[config.mk]
export PLATFORM = sky130hd
export DESIGN_NAME = tachometer_packet_decoder_flat
export DESIGN_NICKNAME = d
export VERILOG_FILES = /design/src/tpd_pkg.sv /design/src/tpd_in_if.sv /design/src/tpd_out_if.sv /design/src/tpd_frame.sv /design/src/tachometer_packet_decoder.sv /design/src/flat_wrapper.sv
export SDC_FILE = /design/constraint.sdc
export NUM_CORES = 1
export LEC_CHECK = 0
export BUFFER_PORTS_ARGS = -buffer_cell sky130_fd_sc_hd__clkbuf_2
export CAP_MARGIN = 5
export CORE_ASPECT_RATIO = 0.9
export CORE_MARGIN = 2
export CORE_UTILIZATION = 61
export DETAILED_ROUTE_END_ITERATION = 10
export PLACE_DENSITY_LB_ADDON = 0.08
export SLEW_MARGIN = 20
export SYNTH_ARGS = -nofsm -noshare
export SYNTH_HDL_FRONTEND = slang
export SYNTH_SLANG_ARGS = --single-unit
[constraint.sdc]
create_clock -name clk -period 7.9 [get_ports clk]
set_input_delay 0.395 -clock clk [delete_from_list [all_inputs] [get_ports clk]]
set_output_delay 0.395 -clock clk [all_outputs]
set_load 0.02 [all_outputs]
[src/tpd_pkg.sv]
// ----------------------------------------------------------------------------
// tpd_pkg
// Shared types, constants and decode helpers for the tachometer packet decoder
// ----------------------------------------------------------------------------
package tpd_pkg;

  localparam int unsigned POS_W     = 5;
  localparam int unsigned READING_W = 17;
  localparam int unsigned DEC_W     = 3;
  localparam int unsigned QTY_W     = 2;

  // byte positions inside a packet
  localparam logic [POS_W-1:0] POS_DIGIT_FIRST = 5'd1;
  localparam logic [POS_W-1:0] POS_DIGIT_LAST  = 5'd10;
  localparam logic [POS_W-1:0] POS_FLAG1_HI    = 5'd21;
  localparam logic [POS_W-1:0] POS_FLAG1_LO    = 5'd22;
  localparam logic [POS_W-1:0] POS_FLAG2_HI    = 5'd23;
  localparam logic [POS_W-1:0] POS_FLAG2_LO    = 5'd24;
  localparam logic [POS_W-1:0] POS_CR          = 5'd25;
  localparam logic [POS_W-1:0] POS_LAST        = 5'd26;

  localparam logic [7:0] CHAR_CR = 8'h0D;
  localparam logic [7:0] CHAR_LF = 8'h0A;

  // quantity codes
  localparam logic [QTY_W-1:0] QTY_RPM   = 2'd0;
  localparam logic [QTY_W-1:0] QTY_COUNT = 2'd1;
  localparam logic [QTY_W-1:0] QTY_NONE  = 2'd2;

  localparam int unsigned DP_BIT = 7;

  // seven-segment codes for digits 0 to 9
  localparam logic [6:0] SEG_CODES [10] = '{
    7'h7B, 7'h60, 7'h5E, 7'h7C, 7'h65, 7'h3D, 7'h3F, 7'h70, 7'h7F, 7'h7D
  };

  typedef struct packed {
    logic       hit;
    logic [3:0] digit;
  } seg_digit_t;

  typedef struct packed {
    logic                 packet_ok;
    logic [READING_W-1:0] reading;
    logic [DEC_W-1:0]     decimals;
    logic [QTY_W-1:0]     quantity;
    logic                 hold_mark;
    logic                 minimum_mark;
    logic                 maximum_mark;
    logic                 average_mark;
  } result_t;

  // match a segment pattern against the digit table, no hit counts as zero
  function automatic seg_digit_t seg_decode(input logic [6:0] seg);
    seg_digit_t res;
    res = '0;
    for (int k = 0; k < 10; k++) begin
      if (SEG_CODES[k] == seg) begin
        res.hit   = 1'b1;
        res.digit = 4'(k);
      end
    end
    return res;
  endfunction

  // decimal weight of a digit slot, least significant first
  function automatic logic [READING_W-1:0] digit_weight(input logic [2:0] slot);
    logic [READING_W-1:0] w;
    unique case (slot)
      3'd0:    w = 17'd1;
      3'd1:    w = 17'd10;
      3'd2:    w = 17'd100;
      3'd3:    w = 17'd1000;
      3'd4:    w = 17'd10000;
      default: w = 17'd0;
    endcase
    return w;
  endfunction

endpackage

[src/tpd_in_if.sv]
// ----------------------------------------------------------------------------
// tpd_in_if
// Byte request channel into the tachometer packet decoder
// ----------------------------------------------------------------------------
interface tpd_in_if;
  logic       valid;
  logic       ready;
  logic [7:0] data_byte;
  logic       packet_start;

  modport source (output valid, output data_byte, output packet_start, input ready);
  modport sink   (input valid, input data_byte, input packet_start, output ready);
endinterface

[src/tpd_out_if.sv]
// ----------------------------------------------------------------------------
// tpd_out_if
// Decoded reading channel out of the tachometer packet decoder
// ----------------------------------------------------------------------------
interface tpd_out_if;
  logic                           valid;
  logic                           ready;
  logic                           packet_ok;
  logic [tpd_pkg::READING_W-1:0]  reading;
  logic [tpd_pkg::DEC_W-1:0]      decimals;
  logic [tpd_pkg::QTY_W-1:0]      quantity;
  logic                           hold_mark;
  logic                           minimum_mark;
  logic                           maximum_mark;
  logic                           average_mark;

  modport source (
    output valid, output packet_ok, output reading, output decimals, output quantity,
    output hold_mark, output minimum_mark, output maximum_mark, output average_mark,
    input ready
  );
  modport sink (
    input valid, input packet_ok, input reading, input decimals, input quantity,
    input hold_mark, input minimum_mark, input maximum_mark, input average_mark,
    output ready
  );
endinterface

[src/tpd_frame.sv]
// ----------------------------------------------------------------------------
// tpd_frame
// Packet framing state and per-byte decode of digits, flags and trailer
// ----------------------------------------------------------------------------
module tpd_frame (
  input  logic             clk,
  input  logic             rst_n,
  input  logic             step,
  input  logic [7:0]       data_byte,
  input  logic             packet_start,
  output logic             emit,
  output tpd_pkg::result_t result
);

  logic [tpd_pkg::POS_W-1:0]     pos_r, pos_nxt;
  logic [7:0]                    pair_r, pair_nxt;
  logic [tpd_pkg::READING_W-1:0] acc_r, acc_nxt;
  logic [tpd_pkg::DEC_W-1:0]     dec_r, dec_nxt;
  logic [7:0]                    flag1_r, flag1_nxt;
  logic [7:0]                    flag2_r, flag2_nxt;
  logic                          cr_r, cr_nxt;
  logic                          in_packet_r, in_packet_nxt;

  logic                          active;
  logic [tpd_pkg::POS_W-1:0]     pos_cur;
  logic [7:0]                    pair_cur;
  logic [tpd_pkg::READING_W-1:0] acc_cur;
  logic [tpd_pkg::DEC_W-1:0]     dec_cur;
  logic [7:0]                    flag1_cur;
  logic [7:0]                    flag2_cur;
  logic                          cr_cur;
  logic [tpd_pkg::POS_W-1:0]     pos_m2;
  logic [2:0]                    slot;
  logic [7:0]                    seg;
  tpd_pkg::seg_digit_t           sd;
  logic [tpd_pkg::READING_W-1:0] digit_term;

  // start mark restarts the packet from cleared values
  assign active    = packet_start | in_packet_r;
  assign pos_cur   = packet_start ? '0 : pos_r;
  assign pair_cur  = packet_start ? '0 : pair_r;
  assign acc_cur   = packet_start ? '0 : acc_r;
  assign dec_cur   = packet_start ? '0 : dec_r;
  assign flag1_cur = packet_start ? '0 : flag1_r;
  assign flag2_cur = packet_start ? '0 : flag2_r;
  assign cr_cur    = packet_start ? 1'b0 : cr_r;

  assign pos_m2     = pos_cur - 5'd2;
  assign slot       = pos_m2[3:1];
  assign seg        = {pair_cur[3:0], data_byte[3:0]};
  assign sd         = tpd_pkg::seg_decode(seg[6:0]);
  assign digit_term = {13'd0, sd.digit} * tpd_pkg::digit_weight(slot);

  assign emit = active && (pos_cur >= tpd_pkg::POS_LAST);

  always_comb begin
    result.packet_ok    = cr_cur && (data_byte == tpd_pkg::CHAR_LF) && (|flag2_cur[1:0]);
    result.reading      = acc_cur;
    result.decimals     = dec_cur;
    result.quantity     = flag2_cur[0] ? tpd_pkg::QTY_RPM :
                          (flag2_cur[1] ? tpd_pkg::QTY_COUNT : tpd_pkg::QTY_NONE);
    result.hold_mark    = flag1_cur[2];
    result.minimum_mark = flag2_cur[5];
    result.maximum_mark = flag2_cur[4];
    result.average_mark = flag2_cur[6];
  end

  always_comb begin
    pos_nxt       = pos_r;
    pair_nxt      = pair_r;
    acc_nxt       = acc_r;
    dec_nxt       = dec_r;
    flag1_nxt     = flag1_r;
    flag2_nxt     = flag2_r;
    cr_nxt        = cr_r;
    in_packet_nxt = in_packet_r;
    if (step && active) begin
      pair_nxt      = pair_cur;
      acc_nxt       = acc_cur;
      dec_nxt       = dec_cur;
      flag1_nxt     = flag1_cur;
      flag2_nxt     = flag2_cur;
      cr_nxt        = cr_cur;
      in_packet_nxt = 1'b1;
      if (pos_cur >= tpd_pkg::POS_DIGIT_FIRST && pos_cur <= tpd_pkg::POS_DIGIT_LAST) begin
        if (pos_cur[0]) begin
          pair_nxt = data_byte;
        end else begin
          if (sd.hit) acc_nxt = acc_cur + digit_term;
          if (seg[tpd_pkg::DP_BIT]) dec_nxt = slot;
        end
      end else if (pos_cur == tpd_pkg::POS_FLAG1_HI || pos_cur == tpd_pkg::POS_FLAG2_HI) begin
        pair_nxt = data_byte;
      end else if (pos_cur == tpd_pkg::POS_FLAG1_LO) begin
        flag1_nxt = seg;
      end else if (pos_cur == tpd_pkg::POS_FLAG2_LO) begin
        flag2_nxt = seg;
      end else if (pos_cur == tpd_pkg::POS_CR) begin
        cr_nxt = (data_byte == tpd_pkg::CHAR_CR);
      end
      if (emit) begin
        in_packet_nxt = 1'b0;
        pos_nxt       = '0;
      end else begin
        pos_nxt = pos_cur + 5'd1;
      end
    end
  end

  always_ff @(posedge clk) begin
    if (!rst_n) begin
      pos_r       <= '0;
      pair_r      <= '0;
      acc_r       <= '0;
      dec_r       <= '0;
      flag1_r     <= '0;
      flag2_r     <= '0;
      cr_r        <= 1'b0;
      in_packet_r <= 1'b0;
    end else begin
      pos_r       <= pos_nxt;
      pair_r      <= pair_nxt;
      acc_r       <= acc_nxt;
      dec_r       <= dec_nxt;
      flag1_r     <= flag1_nxt;
      flag2_r     <= flag2_nxt;
      cr_r        <= cr_nxt;
      in_packet_r <= in_packet_nxt;
    end
  end

  // framing never runs past the trailer
  a_pos_range: assert property (@(posedge clk) disable iff (!rst_n)
    pos_r <= tpd_pkg::POS_LAST)
    else $error("byte position beyond last byte");

  // outside a packet the position rests at zero
  a_idle_pos: assert property (@(posedge clk) disable iff (!rst_n)
    !in_packet_r |-> pos_r == '0)
    else $error("byte position nonzero while waiting for start");

endmodule

[src/tachometer_packet_decoder.sv]
// ----------------------------------------------------------------------------
// tachometer_packet_decoder
// Decodes a 27-byte tachometer packet into a reading, decimal count and marks
// ----------------------------------------------------------------------------
// usage
//   in_chan takes one packet byte per request, with packet_start high on the
//   first byte of a packet; bytes seen while no packet is open are dropped
//   out_chan delivers one request per packet, after its final byte (byte 26)
//   packet_ok flags a good CR LF trailer with rpm or count mode set; a bad
//   packet still yields a request with packet_ok low
//   reading is the displayed integer, value = reading / 10**decimals
// timing
//   a byte is registered in the input stage on acceptance and decoded from there;
//   the result goes into the output register when the last byte leaves the input stage
//   one byte per cycle sustained, set by the single decode stage, unless a final byte waits on a held result
// reset
//   synchronous active-low reset clears framing and both valid flags; the
//   block then waits for a start mark
// stall
//   while a result waits on out_chan, bytes that produce no result still
//   flow; a second final byte holds in the input stage until the result goes
// ----------------------------------------------------------------------------
module tachometer_packet_decoder (
  input logic      clk,
  input logic      rst_n,
  tpd_in_if.sink   in_chan,
  tpd_out_if.source out_chan
);

  // input stage
  logic              s1_valid_r, s1_valid_nxt;
  logic [7:0]        s1_byte_r;
  logic              s1_start_r;
  logic              s1_adv;

  // decode results
  logic              emit;
  tpd_pkg::result_t  frame_res;

  // output register
  logic              out_valid_r, out_valid_nxt;
  tpd_pkg::result_t  out_res_r;

  logic              in_take;
  logic              out_load;

  tpd_frame u_frame (
    .clk          (clk),
    .rst_n        (rst_n),
    .step         (s1_adv),
    .data_byte    (s1_byte_r),
    .packet_start (s1_start_r),
    .emit         (emit),
    .result       (frame_res)
  );

  // the decode stage moves on unless it would overwrite a waiting result
  assign s1_adv   = s1_valid_r && (!emit || !out_valid_r || out_chan.ready);
  assign in_chan.ready = !s1_valid_r || s1_adv;
  assign in_take  = in_chan.valid && in_chan.ready;
  assign out_load = s1_adv && emit;

  always_comb begin
    s1_valid_nxt = s1_valid_r;
    if (in_take)     s1_valid_nxt = 1'b1;
    else if (s1_adv) s1_valid_nxt = 1'b0;
  end

  always_comb begin
    out_valid_nxt = out_valid_r;
    if (out_load)            out_valid_nxt = 1'b1;
    else if (out_chan.ready) out_valid_nxt = 1'b0;
  end

  always_ff @(posedge clk) begin
    if (!rst_n) begin
      s1_valid_r  <= 1'b0;
      out_valid_r <= 1'b0;
    end else begin
      s1_valid_r  <= s1_valid_nxt;
      out_valid_r <= out_valid_nxt;
    end
  end

  // payload registers, no reset needed
  always_ff @(posedge clk) begin
    if (in_take) begin
      s1_byte_r  <= in_chan.data_byte;
      s1_start_r <= in_chan.packet_start;
    end
    if (out_load) out_res_r <= frame_res;
  end

  assign out_chan.valid        = out_valid_r;
  assign out_chan.packet_ok    = out_res_r.packet_ok;
  assign out_chan.reading      = out_res_r.reading;
  assign out_chan.decimals     = out_res_r.decimals;
  assign out_chan.quantity     = out_res_r.quantity;
  assign out_chan.hold_mark    = out_res_r.hold_mark;
  assign out_chan.minimum_mark = out_res_r.minimum_mark;
  assign out_chan.maximum_mark = out_res_r.maximum_mark;
  assign out_chan.average_mark = out_res_r.average_mark;

  // a waiting result is never overwritten by the decode stage
  a_no_overwrite: assert property (@(posedge clk) disable iff (!rst_n)
    out_valid_r && !out_chan.ready |-> !out_load)
    else $error("result overwritten while stalled");

  // a good packet always names rpm or count
  a_ok_mode: assert property (@(posedge clk) disable iff (!rst_n)
    out_valid_r && out_res_r.packet_ok |-> out_res_r.quantity != tpd_pkg::QTY_NONE)
    else $error("good packet without a mode");

  // five digits at most, so no more than four decimals
  a_dec_range: assert property (@(posedge clk) disable iff (!rst_n)
    out_valid_r |-> out_res_r.decimals <= 3'd4 && out_res_r.reading <= 17'd99999)
    else $error("decoded reading out of range");

endmodule
[src/flat_wrapper.sv]
// flat-port wrapper written by rule: the top's interface ports become plain ports
module tachometer_packet_decoder_flat 
  (clk, rst_n, in_chan_valid, in_chan_data_byte, in_chan_packet_start, in_chan_ready, out_chan_valid, out_chan_packet_ok, out_chan_reading, out_chan_decimals, out_chan_quantity, out_chan_hold_mark, out_chan_minimum_mark, out_chan_maximum_mark, out_chan_average_mark, out_chan_ready);
  tpd_in_if in_chan_i ();
  tpd_out_if out_chan_i ();
  input logic clk;
  input logic rst_n;
  input wire logic [$bits(in_chan_i.valid)-1:0] in_chan_valid;
  input wire logic [$bits(in_chan_i.data_byte)-1:0] in_chan_data_byte;
  input wire logic [$bits(in_chan_i.packet_start)-1:0] in_chan_packet_start;
  output wire logic [$bits(in_chan_i.ready)-1:0] in_chan_ready;
  output wire logic [$bits(out_chan_i.valid)-1:0] out_chan_valid;
  output wire logic [$bits(out_chan_i.packet_ok)-1:0] out_chan_packet_ok;
  output wire logic [$bits(out_chan_i.reading)-1:0] out_chan_reading;
  output wire logic [$bits(out_chan_i.decimals)-1:0] out_chan_decimals;
  output wire logic [$bits(out_chan_i.quantity)-1:0] out_chan_quantity;
  output wire logic [$bits(out_chan_i.hold_mark)-1:0] out_chan_hold_mark;
  output wire logic [$bits(out_chan_i.minimum_mark)-1:0] out_chan_minimum_mark;
  output wire logic [$bits(out_chan_i.maximum_mark)-1:0] out_chan_maximum_mark;
  output wire logic [$bits(out_chan_i.average_mark)-1:0] out_chan_average_mark;
  input wire logic [$bits(out_chan_i.ready)-1:0] out_chan_ready;
  assign in_chan_i.valid = in_chan_valid;
  assign in_chan_i.data_byte = in_chan_data_byte;
  assign in_chan_i.packet_start = in_chan_packet_start;
  assign in_chan_ready = in_chan_i.ready;
  assign out_chan_valid = out_chan_i.valid;
  assign out_chan_packet_ok = out_chan_i.packet_ok;
  assign out_chan_reading = out_chan_i.reading;
  assign out_chan_decimals = out_chan_i.decimals;
  assign out_chan_quantity = out_chan_i.quantity;
  assign out_chan_hold_mark = out_chan_i.hold_mark;
  assign out_chan_minimum_mark = out_chan_i.minimum_mark;
  assign out_chan_maximum_mark = out_chan_i.maximum_mark;
  assign out_chan_average_mark = out_chan_i.average_mark;
  assign out_chan_i.ready = out_chan_ready;
  tachometer_packet_decoder u_core (.clk(clk), .rst_n(rst_n), .in_chan(in_chan_i), .out_chan(out_chan_i));
endmodule
==> reports/results.ini, run 1 <==
[outcome]
status = complete, no violations

[placement]
dp_hpwl_mm = 8.52
port_buffers = 41
placed_cell_area_mm2 = 0.00554
gp_congestion = 0.894

[synthesis]
synthCells = 571
async_reset_ff_share_pct = 0
synth_area_mm2 = 0.00525
synth_xor_area_share_pct = 2.17
synth_edf_count = 36
synth_seq_cells = 75
synth_top_area_share_pct = 20.6
synth_nets = 650
synth.area.top_cells = edfxtp_1, dfxtp_1, fa_1
synth-simple-area-share_pct = 17.6
synth_top_family_by_area = adder cells
synth_compound_area_share_pct = 15.5
synth_top_area_cell = edfxtp_1
synthMuxAreaShare_pct = 1.02
yosysWarnings = 0
ys_types = 59
synth.most_common_cell = inv_1
ys_seq_area_share_pct = 35.4
synthFlopType = dfxtp_1
syn_avg_cell_area_um2 = 9.20
synthAdderAreaFrac_pct = 20.3
ys_top_cells_by_count = inv_1, nor2_1, nand2_1, a21oi_1, dfxtp_1

[floorplan]
boundaryPins = 42
dieArea_mm2 = 0.00937
start_util_pct = 61.9
core_mm2 = 0.00849
rows = 32
die_w_um = 102
die_height_um = 92.0

[clock_network]
cts_tree = yes
cts_buffers = 9
numClockSinks = 75
cts-resized-gates = 0
clk_pin_slew_ps = 80
ctsHoldBuffers = 0
clock_latency_ps = 360
clock_path_buffers = 2
clockRootBuffer = clkbuf_8
h-tree-depth = 3
post_cts.repair.setup_buffers = 0

[global_routing]
met2_usage_pct = 39.5
grt_pass1_wl_mm = 18.9
grt-busiest-layer = met2
grt_pass1_vias = 3965
grt_start_max_net_pins = 37
met1_usage_pct = 37.5
gr-total-overflow = 0
grt_usage_pct = 25.9
use_met3_pct = 4.34
antenna_found_initial = 0

[critical_path]
cp-end-kind = flop
worstRegToRegCells = 18
cp.required_ps = 8180
start_kind = flop
arrival_ps = 6290
crit_path_max_fanout = 11
path_class = reg -> reg

[min_path]
hold_path_depth = 1
hold_path_class = in -> reg

[sta]
tns_ps = 0
hold_viol_final = 0
tightest_slew_ps = 940
fmax_mhz = 166
slew_viol_final = 0
min_period_over_period_pct = 76.1
rsz0062_at_grt = false
setup_viol = 0
period_needed_ps = 6010
max_slew_margin_pct = 37.0
skew_ps = 10.9

[routing]
first_pass_iters = 5
wl_per_cell_um = 15.7
antenna_left = 0
drt_iter0_markers = 289
viasPerCell = 5.73
vias = 4197
wl_mm = 11.5
route.detailed.drc = 0

[final_layout]
diodes = 0
drive_above_1_share_pct = 12.6
syn_to_final_growth_pct = 9.29
fin_area_mm2 = 0.00574
layout.nets = 687

[pwr]
leakagePower_nw = 2.46
p_per_area_mw_per_mm2 = 132
peakVddDrop_v = 0.000126

[run]
max-cap-violations = 0

==> routing by layer <==
metal,wire length (um),up-vias
met3,890,16
met5,0,-
li1,-,2015
met4,198,0
met2,5200,169
met1,5230,1997
==> state kept, by name (all words and copies together), names as in the netlist, 2 cells and up <==
name / cells
u_core.s1_byte_r: 8
u_core.u_frame.pair_r: 4
u_core.u_frame.dec_r: 3
u_core.out_chan.decimals: 3
u_core.u_frame.pos_r: 5
u_core.u_frame.flag2_r: 5
u_core.out_chan.reading: 17
u_core.u_frame.acc_r: 17
u_core.out_chan.quantity: 2
==> through the flow <==
| stage | std cells | total power [mW] | hold WS, ps | utilization (%) | setup WS (ps) |
|---|---|---|---|---|---|
| global placement | 716 | 0.457 | 442 | 65.3 | 2140 |
| global route | 732 | 0.778 | 200 | 67.6 | 1380 |
| floorplan | 571 | 0.446 | 437 | - | 2140 |
| detailed placement | 716 | 0.458 | 449 | 65.3 | 1970 |
| CTS | 732 | 0.759 | 204 | 67.6 | 1910 |
| finish | 732 | 0.757 | 210 | 67.6 | 1890 |
==> path summary, 6_finish.rpt <==
kind	startpoint	to	slack [ps]
setup / recovery	u_core.s1_start_r	u_core.u_frame.acc_r[16]	1890
hold / removal	in_chan_data_byte[4]	u_core.s1_byte_r[4]	210
hold reg to reg	u_core.u_frame.acc_r[5]	u_core.u_frame.acc_r[5]	460
setup reg to reg	u_core.s1_start_r	u_core.u_frame.acc_r[16]	1890
==> layout by cell type, fill, tap and decap left out, types with 9 or more instances in the layout <==
master / synthesis / final
inv_1: 80 / 80
nand2_1: 46 / 46
nor2_1: 47 / 46
a21oi_1: 44 / 44
clkbuf_2: 0 / 41
dfxtp_1: 39 / 39
edfxtp_1: 36 / 36
ha_1: 34 / 34
o21ai_0: 32 / 32
fa_1: 32 / 32
nor2b_1: 16 / 16
nand2b_1: 10 / 10
clkbuf_8: 0 / 9
==> kinds of logic after synthesis <==
group           count (synthesis)
simple gates                  180
flops                          75
mux                             5
fa+ha+maj                      66
buf+inv                       103
xor+xnor                       13
compound gates                129
==> layout make-up <==
| cell class | count | area [um2] |
|---|---|---|
| clock buffer | 9 | 124 |
| clock inverter | 7 | 75.1 |
| fill | 703 | 2750 |
| inverter | 82 | 308 |
| multi-input combinational | 393 | 2970 |
| sequential | 75 | 1860 |
| tap | 119 | 149 |
| timing repair buffer | 47 | 250 |
==> report_power, final <==
part	switching [mW]	internal, mW
sequential	0.00792	0.409
clock	0.159	0.148
combinational	0.0232	0.00990
total	0.191	0.567
==> worst max-delay path, cell delays in order (launching register included) <==
cell and delay [ps]:
edfxtp_1 540, nor2_1 380, inv_1 200, ha_1 320, xnor2_1 360, nand2_1 220, or3_1 370, fa_1 480
fa_1 460, fa_1 490, inv_1 50, ha_1 350, a21o_1 170, a21oi_1 210, a21o_1 180, a21oi_1 150
or4_1 590, a311o_1 330, o211ai_1 80
No activity file was read; power rests on OpenSTA's default activity.
==> inputs of run 2 (changes only) <==
- clock period: 7.9 -> 5.86 ns (I/O delays scaled with it)
==> reports/results.ini, run 2 (synthesis gave the netlist of run 1 again) <==
[critical_path]
start_kind = flop
rrSetupSlack_ps = 300
r2r_end = u_core.u_frame.acc_r[16]
rr_startpoint = u_core.s1_byte_r[2]
cp-end-kind = flop
arrival_ps = 5840
crit_path_max_fanout = 10
path_class = reg -> reg
worstRegToRegCells = 18
cp.required_ps = 6140

[global_routing]
grt_usage_pct = 26.6
antenna_found_initial = 0
grt_start_max_net_pins = 37
grt_pass1_vias = 4092
grt_pass1_wl_mm = 19.5
gr-total-overflow = 0

[pwr]
p_per_area_mw_per_mm2 = 179
peakVddDrop_v = 0.000126
leakagePower_nw = 2.50

[sta]
setup_ws_ps = 303
whs_ps = 108
skew_ps = 16.6
rsz0062_at_grt = false
fmax_mhz = 180
max_slew_margin_pct = 39.1
hold_viol_final = 0
period_needed_ps = 5560
tns_ps = 0
tightest_slew_ps = 909
min_period_over_period_pct = 94.8
slew_viol_final = 0
setup_viol = 0

[placement]
port_buffers = 41
placed_cell_area_mm2 = 0.00557
gp_congestion = 0.953
pre_cts_ws_ps = 252
dp_hpwl_mm = 8.50

[routing]
first_pass_iters = 5
route.detailed.drc = 0
drt_iter0_markers = 244
wl_per_cell_um = 15.8
viasPerCell = 5.71
vias = 4194
wl_mm = 11.6
antenna_left = 0

[floorplan]
core_mm2 = 0.00849
die_height_um = 92.0
start_util_pct = 61.9
dieArea_mm2 = 0.00937
die_w_um = 102
boundaryPins = 42
rows = 32

[clock_network]
clockRootBuffer = clkbuf_8
ctsHoldBuffers = 0
clock_path_buffers = 2
h-tree-depth = 3
numClockSinks = 75
cts_buffers = 9
clock_latency_ps = 370
cts_tree = yes
clk_pin_slew_ps = 80

[min_path]
min-delay-start = in_chan_data_byte[1]
hold_path_depth = 1
holdPathEnd = u_core.s1_byte_r[1]
hold_path_class = in -> reg

[final_layout]
layout.nets = 690
mostFrequentLayoutCell = inv_1
diodes = 0
most-common-layout-cells = inv_1, nand2_1, nor2_1
syn_to_final_growth_pct = 10.4
reg_top3 = u_core.out_chan.reading x17, u_core.u_frame.acc_r x17, u_core.s1_byte_r x8
drive_above_1_share_pct = 14.0
fin_area_mm2 = 0.00580

[outcome]
status = complete, no violations

[run]
max-cap-violations = 0

run 2: cell types whose count changed in the layout (fill, tap and decap cells not counted), sizes merged:
cell	before	now
buf	6	9
clkinv	3	1
inv	83	85
run 2: stage by stage:
stage	total power, mW	utilization [%]	instances
after CTS	1.04	68.0	735
after floorplan	0.601	-	571
after global routing	1.07	68.3	735
final	1.04	68.3	735
after global placement	0.618	65.6	719
after detailed placement	0.619	65.6	719
run 2: how the worst max path moves through the flow:
stage                   startpoint                       end  slack [ps]  cells past startpoint
5_1_grt          u_core.s1_start_r  u_core.u_frame.acc_r[16]          50                     20
6_report       u_core.s1_byte_r[2]  u_core.u_frame.acc_r[16]         300                     18
3_3_place_gp   u_core.s1_byte_r[2]  u_core.u_frame.acc_r[16]         310                     19
2_1_floorplan    u_core.s1_start_r  u_core.u_frame.acc_r[16]         100                     21
4_1_cts        u_core.s1_byte_r[2]  u_core.u_frame.acc_r[16]         220                     19
3_5_place_dp   u_core.s1_byte_r[2]  u_core.u_frame.acc_r[16]         250                     19
run 2: report_power, final:
part           switching (mW)  total (mW)  internal [mW]
registers             0.00822       0.560          0.551
logic                  0.0341      0.0488         0.0147
clock network           0.223       0.427          0.204
total                   0.265        1.04          0.770
run 2: cell type report:
class / instances / area [um2]
Clock buffer: 9 / 124
Clock inverter: 7 / 82.6
Fill cell: 720 / 2690
Inverter: 82 / 308
Multi-Input combinational cell: 393 / 3000
Sequential cell: 75 / 1860
Tap cell: 119 / 149
Timing Repair Buffer: 50 / 273
run 2: per-layer routing:
metal  GRT usage [%]  wire [um]  vias to the layer above
li1                -          -                     2016
met1            39.2       5490                     2030
met2            39.4       5270                      127
met3            4.19        644                       21
met4            9.67        178                        0
met5               0          0                        -
run 2: worst max-delay path, cell delays in order, from the launching register on:
cell	delay, ps
edfxtp_1	530
or4b_4	580
mux2i_1	150
a21oi_1	170
nand2b_1	320
a21oi_1	320
fa_1	500
fa_1	540
inv_1	70
fa_1	500
inv_1	40
ha_1	350
nand3_1	130
nand2_1	80
nor2_1	130
a21oi_1	110
or4_1	560
a311o_1	330
o211ai_1	90
run 2: what timing repair did:
action | CTS | global route
hold endpoints to repair | 0 | 0
resized for setup | 0 | 5
buffers inserted | 0 | 0
endpoints found under the setup margin | 0 | 4
